$ cat config.mk
export PLATFORM = sky130hd
export DESIGN_NAME = hci_command_event_queue_core
export DESIGN_NICKNAME = d
export VERILOG_FILES = /design/src/rtl/core/hcieq_pkg.sv /design/src/rtl/core/hci_command_event_queue_core.sv
export SDC_FILE = /design/constraint.sdc
export NUM_CORES = 2
export LEC_CHECK = 0
export ABC_AREA = 0
export BUFFER_PORTS_ARGS = -buffer_cell sky130_fd_sc_hd__buf_4
export CAP_MARGIN = 40
export CORE_MARGIN = 2
export CORE_UTILIZATION = 56
export CTS_CLUSTER_DIAMETER = 80
export DETAILED_ROUTE_END_ITERATION = 7
export PLACE_DENSITY = 0.85
export SETUP_SLACK_MARGIN = 0.02
export SLEW_MARGIN = 5
export SYNTH_ARGS = -nofsm -noshare
export SYNTH_HDL_FRONTEND = slang
export SYNTH_SLANG_ARGS = --single-unit
$ cat constraint.sdc
create_clock -name clk_i -period 14.2 [get_ports clk_i]
set_input_delay 0 -clock clk_i [delete_from_list [all_inputs] [get_ports clk_i]]
set_output_delay 0 -clock clk_i [all_outputs]
set_load 0.01 [all_outputs]
$ cat src/rtl/core/hcieq_pkg.sv
`timescale 1ns / 1ps
// ----------------------------------------------------------------------------
// hcieq_pkg
// Types, codes and microcode for the HCI command/event queue core.
// ----------------------------------------------------------------------------
package hcieq_pkg;

  // Request type codes
  localparam logic [1:0] REQ_INIT    = 2'd0;
  localparam logic [1:0] REQ_COMMAND = 2'd1;
  localparam logic [1:0] REQ_POLL    = 2'd2;

  // HCI codes
  localparam logic [7:0]  PKT_EVENT             = 8'h04;
  localparam logic [7:0]  EVT_COMMAND_COMPLETE  = 8'h0E;
  localparam logic [7:0]  NUM_CMD_CREDITS       = 8'h01;
  localparam logic [7:0]  STATUS_SUCCESS        = 8'h00;
  localparam logic [15:0] OP_READ_LOCAL_VERSION = 16'h1001;
  localparam logic [15:0] OP_READ_BD_ADDR       = 16'h1009;

  // Parameter length byte and total length of each event form
  localparam logic [7:0] PLEN_VERSION = 8'd12;
  localparam logic [7:0] PLEN_BDADDR  = 8'd10;
  localparam logic [7:0] PLEN_DEFAULT = 8'd4;
  localparam logic [3:0] LEN_VERSION  = 4'd15;
  localparam logic [3:0] LEN_BDADDR   = 4'd13;
  localparam logic [3:0] LEN_DEFAULT  = 4'd7;

  // Configuration register reset values
  localparam logic [47:0] DEVICE_ADDRESS_RST = 48'hDEAD_BEEF_0001;
  localparam logic [7:0]  VERSION_CODE_RST   = 8'h09;

  // Register select (paddr bit 3)
  localparam logic REG_DEVICE_ADDRESS = 1'b0;
  localparam logic REG_VERSION_CODE   = 1'b1;

  typedef struct packed {
    logic [1:0]  req_type;
    logic [15:0] opcode;
  } hci_req_t;

  typedef struct packed {
    logic       accepted;
    logic [7:0] data_byte;
    logic [3:0] event_length;
    logic       last;
  } hci_rsp_t;

  // Microprogram steps
  typedef enum logic [3:0] {
    S_INIT       = 4'd0,
    S_REJECT     = 4'd1,
    S_CMD_CHK    = 4'd2,
    S_CMD_WR     = 4'd3,
    S_CMD_COMMIT = 4'd4,
    S_CMD_ACK    = 4'd5,
    S_POLL_CHK   = 4'd6,
    S_POLL_PRIME = 4'd7,
    S_POLL_EMIT  = 4'd8,
    S_POLL_POP   = 4'd9
  } step_e;

  typedef enum logic [2:0] {
    COND_NEVER,
    COND_FULL,
    COND_EMPTY,
    COND_WR_MORE,
    COND_RD_MORE
  } cond_e;

  typedef enum logic [1:0] {
    EMIT_NONE,
    EMIT_ACK0,
    EMIT_ACK1,
    EMIT_BYTE
  } emit_e;

  typedef enum logic [1:0] {
    CNT_HOLD,
    CNT_CLEAR,
    CNT_INC
  } cnt_op_e;

  typedef struct packed {
    cond_e   cond;
    step_e   target;
    emit_e   emit;
    cnt_op_e cnt_op;
    logic    wr_byte;
    logic    commit;
    logic    ld_len;
    logic    pop;
    logic    init;
    logic    done;
  } ctrl_t;

  localparam ctrl_t CTRL_IDLE = '{
    cond: COND_NEVER, target: S_INIT, emit: EMIT_NONE, cnt_op: CNT_HOLD,
    wr_byte: 1'b0, commit: 1'b0, ld_len: 1'b0, pop: 1'b0, init: 1'b0,
    done: 1'b0
  };

  // Control store
  function automatic ctrl_t ucode(step_e s);
    ctrl_t w;
    w = CTRL_IDLE;
    unique case (s)
      S_INIT: begin
        w.init = 1'b1;
        w.emit = EMIT_ACK1;
        w.done = 1'b1;
      end
      S_REJECT: begin
        w.emit = EMIT_ACK0;
        w.done = 1'b1;
      end
      S_CMD_CHK: begin
        w.cond   = COND_FULL;
        w.target = S_CMD_ACK;
        w.cnt_op = CNT_CLEAR;
      end
      S_CMD_WR: begin
        w.wr_byte = 1'b1;
        w.cnt_op  = CNT_INC;
        w.cond    = COND_WR_MORE;
        w.target  = S_CMD_WR;
      end
      S_CMD_COMMIT: begin
        w.commit = 1'b1;
      end
      S_CMD_ACK: begin
        w.emit = EMIT_ACK1;
        w.done = 1'b1;
      end
      S_POLL_CHK: begin
        w.cond   = COND_EMPTY;
        w.target = S_REJECT;
        w.cnt_op = CNT_CLEAR;
        w.ld_len = 1'b1;
      end
      S_POLL_PRIME: begin
        w.cnt_op = CNT_INC;
      end
      S_POLL_EMIT: begin
        w.emit   = EMIT_BYTE;
        w.cnt_op = CNT_INC;
        w.cond   = COND_RD_MORE;
        w.target = S_POLL_EMIT;
      end
      // final event byte goes out with the pop
      S_POLL_POP: begin
        w.emit = EMIT_BYTE;
        w.pop  = 1'b1;
        w.done = 1'b1;
      end
      default: begin
        w.done = 1'b1;
      end
    endcase
    return w;
  endfunction

  // Total event length for an opcode
  function automatic logic [3:0] event_len(logic [15:0] op);
    logic [3:0] n;
    if (op == OP_READ_LOCAL_VERSION) n = LEN_VERSION;
    else if (op == OP_READ_BD_ADDR)  n = LEN_BDADDR;
    else                             n = LEN_DEFAULT;
    return n;
  endfunction

  // Byte idx of the Command Complete event for an opcode
  function automatic logic [7:0] event_byte(logic [3:0] idx, logic [15:0] op,
                                            logic [47:0] bd_addr, logic [7:0] ver);
    logic       is_ver;
    logic       is_bd;
    logic [7:0] b;
    is_ver = (op == OP_READ_LOCAL_VERSION);
    is_bd  = (op == OP_READ_BD_ADDR);
    b      = 8'h00;
    case (idx)
      4'd0: b = PKT_EVENT;
      4'd1: b = EVT_COMMAND_COMPLETE;
      4'd2: b = is_ver ? PLEN_VERSION : (is_bd ? PLEN_BDADDR : PLEN_DEFAULT);
      4'd3: b = NUM_CMD_CREDITS;
      4'd4: b = op[7:0];
      4'd5: b = op[15:8];
      4'd6: b = STATUS_SUCCESS;
      4'd7: b = is_ver ? ver : (is_bd ? bd_addr[47:40] : 8'h00);
      4'd8: b = is_bd ? bd_addr[39:32] : 8'h00;
      4'd9: b = is_bd ? bd_addr[31:24] : 8'h00;
      4'd10: b = is_bd ? bd_addr[23:16] : 8'h00;
      4'd11: b = is_bd ? bd_addr[15:8] : 8'h00;
      4'd12: b = is_bd ? bd_addr[7:0] : 8'h00;
      default: b = 8'h00;
    endcase
    return b;
  endfunction

endpackage

$ cat src/rtl/core/hci_command_event_queue_core.sv
`timescale 1ns / 1ps
// ----------------------------------------------------------------------------
// hci_command_event_queue_core
// Stub HCI controller: answers commands with Command Complete events kept in
// a ring of slots and streams them out on poll requests.
// ----------------------------------------------------------------------------
// A request is taken when start is high and busy is low; results come out
// on rsp_o with rsp_valid_o high for one cycle each and cannot be stalled,
// so the receiver must take every result in the cycle it appears. The
// final result of a request has last set and busy drops in that same
// cycle, so the next request can be taken on the following edge. Init,
// rejected and unknown requests run only S_INIT or S_REJECT; a full-ring
// command runs S_CMD_CHK, S_CMD_ACK and an empty poll S_POLL_CHK, S_REJECT.
// A stored command writes its n event bytes (n = 7, 13 or 15), commits and
// acks; a nonempty poll primes, emits the n bytes and pops with the last.
// The single byte memory moves one event byte per cycle under the microcoded
// sequencer. The ring holds QUEUE_SLOTS-1 events; an event that finds it
// full is dropped. No clearing pass after reset: only written slots are read.
module hci_command_event_queue_core #(
  parameter int QUEUE_SLOTS = 16,
  parameter int SLOT_BYTES  = 16
) (
  input  logic                clk_i,
  input  logic                rst_ni,
  // configuration port
  input  logic                psel,
  input  logic                penable,
  input  logic                pwrite,
  input  logic [3:0]          paddr,
  input  logic [63:0]         pwdata,
  output logic [63:0]         prdata,
  output logic                pready,
  // request channel
  input  logic                start,
  output logic                busy,
  input  hcieq_pkg::hci_req_t req_i,
  // result channel
  output logic                rsp_valid_o,
  output hcieq_pkg::hci_rsp_t rsp_o
);
  import hcieq_pkg::*;

  localparam int SlotW = (QUEUE_SLOTS > 1) ? $clog2(QUEUE_SLOTS) : 1;
  localparam int AddrW = $clog2(QUEUE_SLOTS * SLOT_BYTES);
  localparam int MemDepth = QUEUE_SLOTS * SLOT_BYTES;
  localparam logic [AddrW-1:0] SlotStride = AddrW'(SLOT_BYTES);
  localparam logic [SlotW-1:0] SlotLast   = SlotW'(QUEUE_SLOTS - 1);

  // configuration registers
  logic [47:0] dev_addr_q;
  logic [7:0]  version_q;
  logic        cfg_wr;

  // sequencer
  logic     busy_q, busy_d;
  step_e    step_q, step_d;
  hci_req_t req_q;
  ctrl_t    ctrl;
  logic     jump;

  // datapath state
  logic [SlotW-1:0] ws_q, ws_d;
  logic [SlotW-1:0] rs_q, rs_d;
  logic [SlotW-1:0] ws_next, rs_next;
  logic             en_q, en_d;
  logic [3:0]       cnt_q, cnt_d;
  logic [3:0]       nrd_q, nrd_d;
  logic [3:0]       ncmd;
  logic             full, empty;

  // memories
  logic [7:0]       byte_mem_q [MemDepth];
  logic [3:0]       len_mem_q  [QUEUE_SLOTS];
  logic [7:0]       byte_rd_q;
  logic [3:0]       len_rd_q;
  logic [AddrW-1:0] wr_addr, rd_addr;

  // result register
  logic     rsp_valid_q, rsp_valid_d;
  hci_rsp_t rsp_q, rsp_d;

  // ---------------- configuration port ----------------
  assign pready = 1'b1;
  assign cfg_wr = psel && penable && pwrite && pready;

  always_ff @(posedge clk_i or negedge rst_ni) begin
    if (!rst_ni) begin
      dev_addr_q <= DEVICE_ADDRESS_RST;
      version_q  <= VERSION_CODE_RST;
    end else if (cfg_wr) begin
      if (paddr[3] == REG_DEVICE_ADDRESS) dev_addr_q <= pwdata[47:0];
      else                                version_q  <= pwdata[7:0];
    end
  end

  always_comb begin
    if (paddr[3] == REG_VERSION_CODE) prdata = {56'd0, version_q};
    else                              prdata = {16'd0, dev_addr_q};
  end

  // ---------------- control word and conditions ----------------
  assign ctrl    = busy_q ? ucode(step_q) : CTRL_IDLE;
  assign ws_next = (ws_q == SlotLast) ? '0 : ws_q + 1'b1;
  assign rs_next = (rs_q == SlotLast) ? '0 : rs_q + 1'b1;
  assign full    = (ws_next == rs_q);
  assign empty   = (ws_q == rs_q);
  assign ncmd    = event_len(req_q.opcode);

  // read loop stops one byte early; the last byte leaves with the pop step
  always_comb begin
    unique case (ctrl.cond)
      COND_NEVER:   jump = 1'b0;
      COND_FULL:    jump = full;
      COND_EMPTY:   jump = empty;
      COND_WR_MORE: jump = (cnt_q != ncmd - 4'd1);
      COND_RD_MORE: jump = (cnt_q != nrd_q - 4'd1);
      default:      jump = 1'b0;
    endcase
  end

  // ---------------- next step ----------------
  always_comb begin
    busy_d = busy_q;
    step_d = step_q;
    if (!busy_q) begin
      if (start) begin
        busy_d = 1'b1;
        unique case (req_i.req_type)
          REQ_INIT:    step_d = S_INIT;
          REQ_COMMAND: step_d = en_q ? S_CMD_CHK : S_REJECT;
          REQ_POLL:    step_d = S_POLL_CHK;
          default:     step_d = S_REJECT;
        endcase
      end
    end else if (ctrl.done) begin
      busy_d = 1'b0;
    end else if (jump) begin
      step_d = ctrl.target;
    end else begin
      step_d = step_e'(step_q + 4'd1);
    end
  end

  always_ff @(posedge clk_i or negedge rst_ni) begin
    if (!rst_ni) begin
      busy_q <= 1'b0;
      step_q <= S_INIT;
    end else begin
      busy_q <= busy_d;
      step_q <= step_d;
    end
  end

  // request latch
  always_ff @(posedge clk_i) begin
    if (start && !busy_q) req_q <= req_i;
  end

  assign busy = busy_q;

  // ---------------- datapath updates ----------------
  always_comb begin
    ws_d  = ws_q;
    rs_d  = rs_q;
    en_d  = en_q;
    cnt_d = cnt_q;
    nrd_d = nrd_q;
    if (ctrl.init) begin
      ws_d = '0;
      rs_d = '0;
      en_d = 1'b1;
    end
    if (ctrl.commit) ws_d = ws_next;
    if (ctrl.pop)    rs_d = rs_next;
    if (ctrl.ld_len) nrd_d = len_rd_q;
    unique case (ctrl.cnt_op)
      CNT_HOLD:  cnt_d = cnt_q;
      CNT_CLEAR: cnt_d = '0;
      CNT_INC:   cnt_d = cnt_q + 4'd1;
      default:   cnt_d = cnt_q;
    endcase
  end

  always_ff @(posedge clk_i or negedge rst_ni) begin
    if (!rst_ni) begin
      ws_q <= '0;
      rs_q <= '0;
      en_q <= 1'b0;
    end else begin
      ws_q <= ws_d;
      rs_q <= rs_d;
      en_q <= en_d;
    end
  end

  always_ff @(posedge clk_i) begin
    cnt_q <= cnt_d;
    nrd_q <= nrd_d;
  end

  // ---------------- event memories ----------------
  assign wr_addr = AddrW'(ws_q) * SlotStride + AddrW'(cnt_q);
  assign rd_addr = AddrW'(rs_q) * SlotStride + AddrW'(cnt_q);

  always_ff @(posedge clk_i) begin
    if (ctrl.wr_byte) begin
      byte_mem_q[wr_addr] <= event_byte(cnt_q, req_q.opcode, dev_addr_q, version_q);
    end
    byte_rd_q <= byte_mem_q[rd_addr];
  end

  always_ff @(posedge clk_i) begin
    if (ctrl.commit) len_mem_q[ws_q] <= ncmd;
    len_rd_q <= len_mem_q[rs_q];
  end

  // ---------------- result register ----------------
  always_comb begin
    rsp_d       = '0;
    rsp_valid_d = 1'b1;
    unique case (ctrl.emit)
      EMIT_NONE: rsp_valid_d = 1'b0;
      EMIT_ACK0: rsp_d.last = 1'b1;
      EMIT_ACK1: begin
        rsp_d.accepted = 1'b1;
        rsp_d.last     = 1'b1;
      end
      EMIT_BYTE: begin
        rsp_d.accepted     = 1'b1;
        rsp_d.data_byte    = byte_rd_q;
        rsp_d.event_length = nrd_q;
        rsp_d.last         = (cnt_q == nrd_q);
      end
      default: rsp_valid_d = 1'b0;
    endcase
  end

  always_ff @(posedge clk_i or negedge rst_ni) begin
    if (!rst_ni) rsp_valid_q <= 1'b0;
    else         rsp_valid_q <= rsp_valid_d;
  end

  always_ff @(posedge clk_i) begin
    rsp_q <= rsp_d;
  end

  assign rsp_valid_o = rsp_valid_q;
  assign rsp_o       = rsp_q;

  // ---------------- assertions ----------------
  // a taken request keeps the sequencer busy on the next cycle
  a_start_busy: assert property (@(posedge clk_i) disable iff (!rst_ni)
    start && !busy_q |=> busy_q)
    else $error("request taken but sequencer not busy");

  // results only come from a running request
  a_rsp_busy: assert property (@(posedge clk_i) disable iff (!rst_ni)
    rsp_valid_o |-> $past(busy_q))
    else $error("result without a running request");

  // busy drops exactly with the final result
  a_fell_last: assert property (@(posedge clk_i) disable iff (!rst_ni)
    $fell(busy_q) |-> rsp_valid_o && rsp_o.last)
    else $error("sequencer finished without a last result");

  a_last_idle: assert property (@(posedge clk_i) disable iff (!rst_ni)
    rsp_valid_o && rsp_o.last |-> !busy_q)
    else $error("last result while still busy");

  // ring pointers stay within the slot range
  a_ptr_range: assert property (@(posedge clk_i) disable iff (!rst_ni)
    (int'(ws_q) < QUEUE_SLOTS) && (int'(rs_q) < QUEUE_SLOTS))
    else $error("slot pointer out of range");

endmodule
==> results_dict.tcl <==
set metrics [dict create \
    grt_pass1_vias 49400 \
    fillers 8889 \
    die_area_mm2 0.157 \
    io_pins 173 \
    chipHeight_um 396 \
    timing.fmax_mhz 179 \
    core_mm2 0.152 \
    drv_cap 0 \
    outcome "complete, but fails checks" \
    synth-edff-count 2102 \
    place.gp.congestion 0.849 \
    htree_levels 4 \
    synth_area_mm2 0.0861 \
    dpl.hpwl_um 125000 \
    first_pass_iters 8 \
    drc_errors 4 \
    numCtsBuffers 201 \
    via_per_inst 7.22 \
    max_slew.worst_pin.slew_ns 1.24 \
    avgSynthCellArea_um2 20.2 \
    synthTopCellsByArea "edfxtp_1 73%, mux4_2 12%, mux2i_1 2.2%, nor2_1 1.3%, dfrtp_1 1.3%" \
    area_growth_syn_to_layout_pct 13.8 \
    synth_top_area_share_pct 73.3 \
    yosysSeqAreaShare_pct 76.0 \
    clock_sinks 2196 \
    yosysUniqueCellTypes 72 \
    place_area_mm2 0.0894 \
    clock_latency_ns 0.87 \
    clk_path_buf_depth 3 \
    grt-ovfl-total 0 \
    grtUsageTotal_pct 31.7 \
    path_max_fanout 95 \
    critical_path_arrival_ns 6.30 \
    dieWidth_um 396 \
    port_buffers 136 \
    multiInputGateArea_mm2 0.0192 \
    leakagePower_nw 31.8 \
    setup.worst_path.class "register to register" \
    routedWlPerCell_um 37.3 \
    yosysMostFrequentCell "edfxtp_1" \
    utilization_pct 64.3 \
    finalPower_mw 17.4 \
    required_ns 14.92 \
    startpoint_type "register" \
    nets 4725 \
    slew_headroom_pct 17.2 \
    synth_commonest_cells "2,102 x edfxtp_1, 447 x mux4_2, 299 x nor2_1, 190 x mux2i_1, 130 x clkbuf_1" \
    drt_iter0_markers 9886 \
    synthCells 4264 \
    failed_checks "DRC" \
    setup_viol 0 \
    clock_skew_ns 0.0421 \
    cts_root_buf "clkbuf_16" \
    rows 143 \
    end_kind "register" \
    post_cts_buffers 0 \
    drive_gt1_share_pct 23.6 \
    num_vias 49300 \
    synth_seq_cells 2196 \
    wirelength_um 255000 \
    hold_viol_final 0 \
    peakVddDrop_uv 141 \
    p_per_area_mw_per_mm2 177 \
    seqCellArea_mm2 0.0654 \
    yosysWarnings 0 \
    synth_ff_type "edfxtp_1" \
    period_share_pct 39.3 \
    postSynth.asyncResetShare_pct 3.23 \
    synth_top_area_cell "edfxtp_1" \
    grt_max_degree 257 \
    hp-class "primary input to register" \
    cts_tree "done" \
    antenna_found_initial 19 \
    stdcell_area_mm2 0.0980 \
    grt_pass1_wl_um 354000 \
    maxSlewViolCount 0 \
    clk_pin_slew_ns 0.07 \
    tns_ns 0 \
    timing.final.crit_period_ns 5.58 \
    ant_nets 0 \
    start_util_pct 56.5 \
    rsz0062_at_grt "false" \
]
## final timing paths
check                      slack [ns]        endpoint        start  cells past startpoint
setup / recovery                 8.62    byte_rd_q[4]     cnt_q[0]                     11
hold / removal                   0.17    version_q[7]         psel                      4
setup reg to reg                 8.62    byte_rd_q[4]     cnt_q[0]                     11
hold reg to reg                  0.41        nrd_q[1]  len_rd_q[1]                      0
max in group asynchronous       13.44  dev_addr_q[41]       rst_ni                      5
min in group asynchronous        0.21   dev_addr_q[7]       rst_ni                      4
## final cells by class
cell class | count | share of cell area (%)
inverters | 11 | 0.0422
clock inverters | 124 | 1.36
flip-flops and latches | 2196 | 66.8
clock buffers | 248 | 5.45
multi-input cells | 1786 | 19.6
well taps | 2030 | 2.59
repair buffers | 419 | 4.11
diodes | 19 | 0.0485
## kinds of logic (layout without fill, tap and decap cells)
| kind of cell | count (synthesis) | count (layout) | share of synthesized area (%) |
|---|---|---|---|
| fa+ha+maj | 18 | 18 | 0.262 |
| xor+xnor | 11 | 11 | 0.112 |
| mux | 714 | 714 | 14.9 |
| buf+inv | 297 | 802 | 1.92 |
| compound gates | 463 | 463 | 3.90 |
| flops | 2196 | 2196 | 76.0 |
| simple gates | 563 | 563 | 2.91 |
| other cells | 2 | 36 | 0.00872 |
## power breakdown
part	internal (mW)	switching, mW	total, mW	leakage (nW)
logic	1.38	2.63	4.01	8.13
clock network	3.12	2.52	5.64	3.26
registers	7.60	0.119	7.72	20.4
total	12.1	5.27	17.4	31.8
## critical path, cell delays in order, from the launching register on
cell and delay (ns):
edfxtp_1 0.38, buf_4 0.66, buf_12 0.62, buf_12 0.58, buf_12 0.52, mux4_2 0.58
a22o_1 0.23, a211oi_1 0.48, a21oi_1 0.19, a311oi_1 0.50, buf_2 0.28, a31oi_1 0.06
## cell usage in the layout (no fill, tap or decap), types with 66 or more instances in the layout
cell type / n
edfxtp_1: 2102
mux4_2: 447
nor2_1: 297
buf_4: 212
clkbuf_16: 202
mux2i_1: 190
dlygate4sd3_1: 165
a22oi_1: 113
nand2_1: 92
mux2_2: 76
a21oi_1: 66
## per-stage QoR
step / cells / worst slack [ns] / hold WS [ns]
final: 6833 / 8.62 / 0.167
after global routing: 6817 / 8.41 / 0.193
after CTS: 6802 / 8.75 / 0.145
after detailed placement: 6264 / 8.81 / -0.0289
after global placement: 6244 / 8.63 / 0.181
after floorplan: 4279 / 3.74 / -0.296
## repair_timing
| item | CTS | global route |
|---|---|---|
| hold buffers | 166 | 0 |
| endpoints found under the hold margin | 163 | 0 |
| gates resized for setup | 0 | 0 |
| setup endpoints to repair | 0 | 0 |
## metal layers
| layer | global-route usage [%] | vias up | part of all wire [%] |
|---|---|---|---|
| met1 | 38.5 | 24400 | 30 |
| met2 | 49.7 | 5309 | 47 |
| met5 | 0 | - | 0.092 |
| met3 | 9.79 | 1339 | 15 |
| met4 | 20.4 | 15 | 8.1 |
| li1 | - | 18300 | - |
## registers in the layout, indices dropped and copies added (netlist names), 2 cells and up
signal / flops
req_q: 16
len_mem_q: 32
len_rd_q: 2
nrd_q: 2
cnt_q: 4
ws_q: 4
dev_addr_q: 48
version_q: 8
byte_mem_q: 2048
rsp_o: 13
step_q: 4
byte_rd_q: 8
rs_q: 4
No activity file was read; power rests on OpenSTA's default activity.
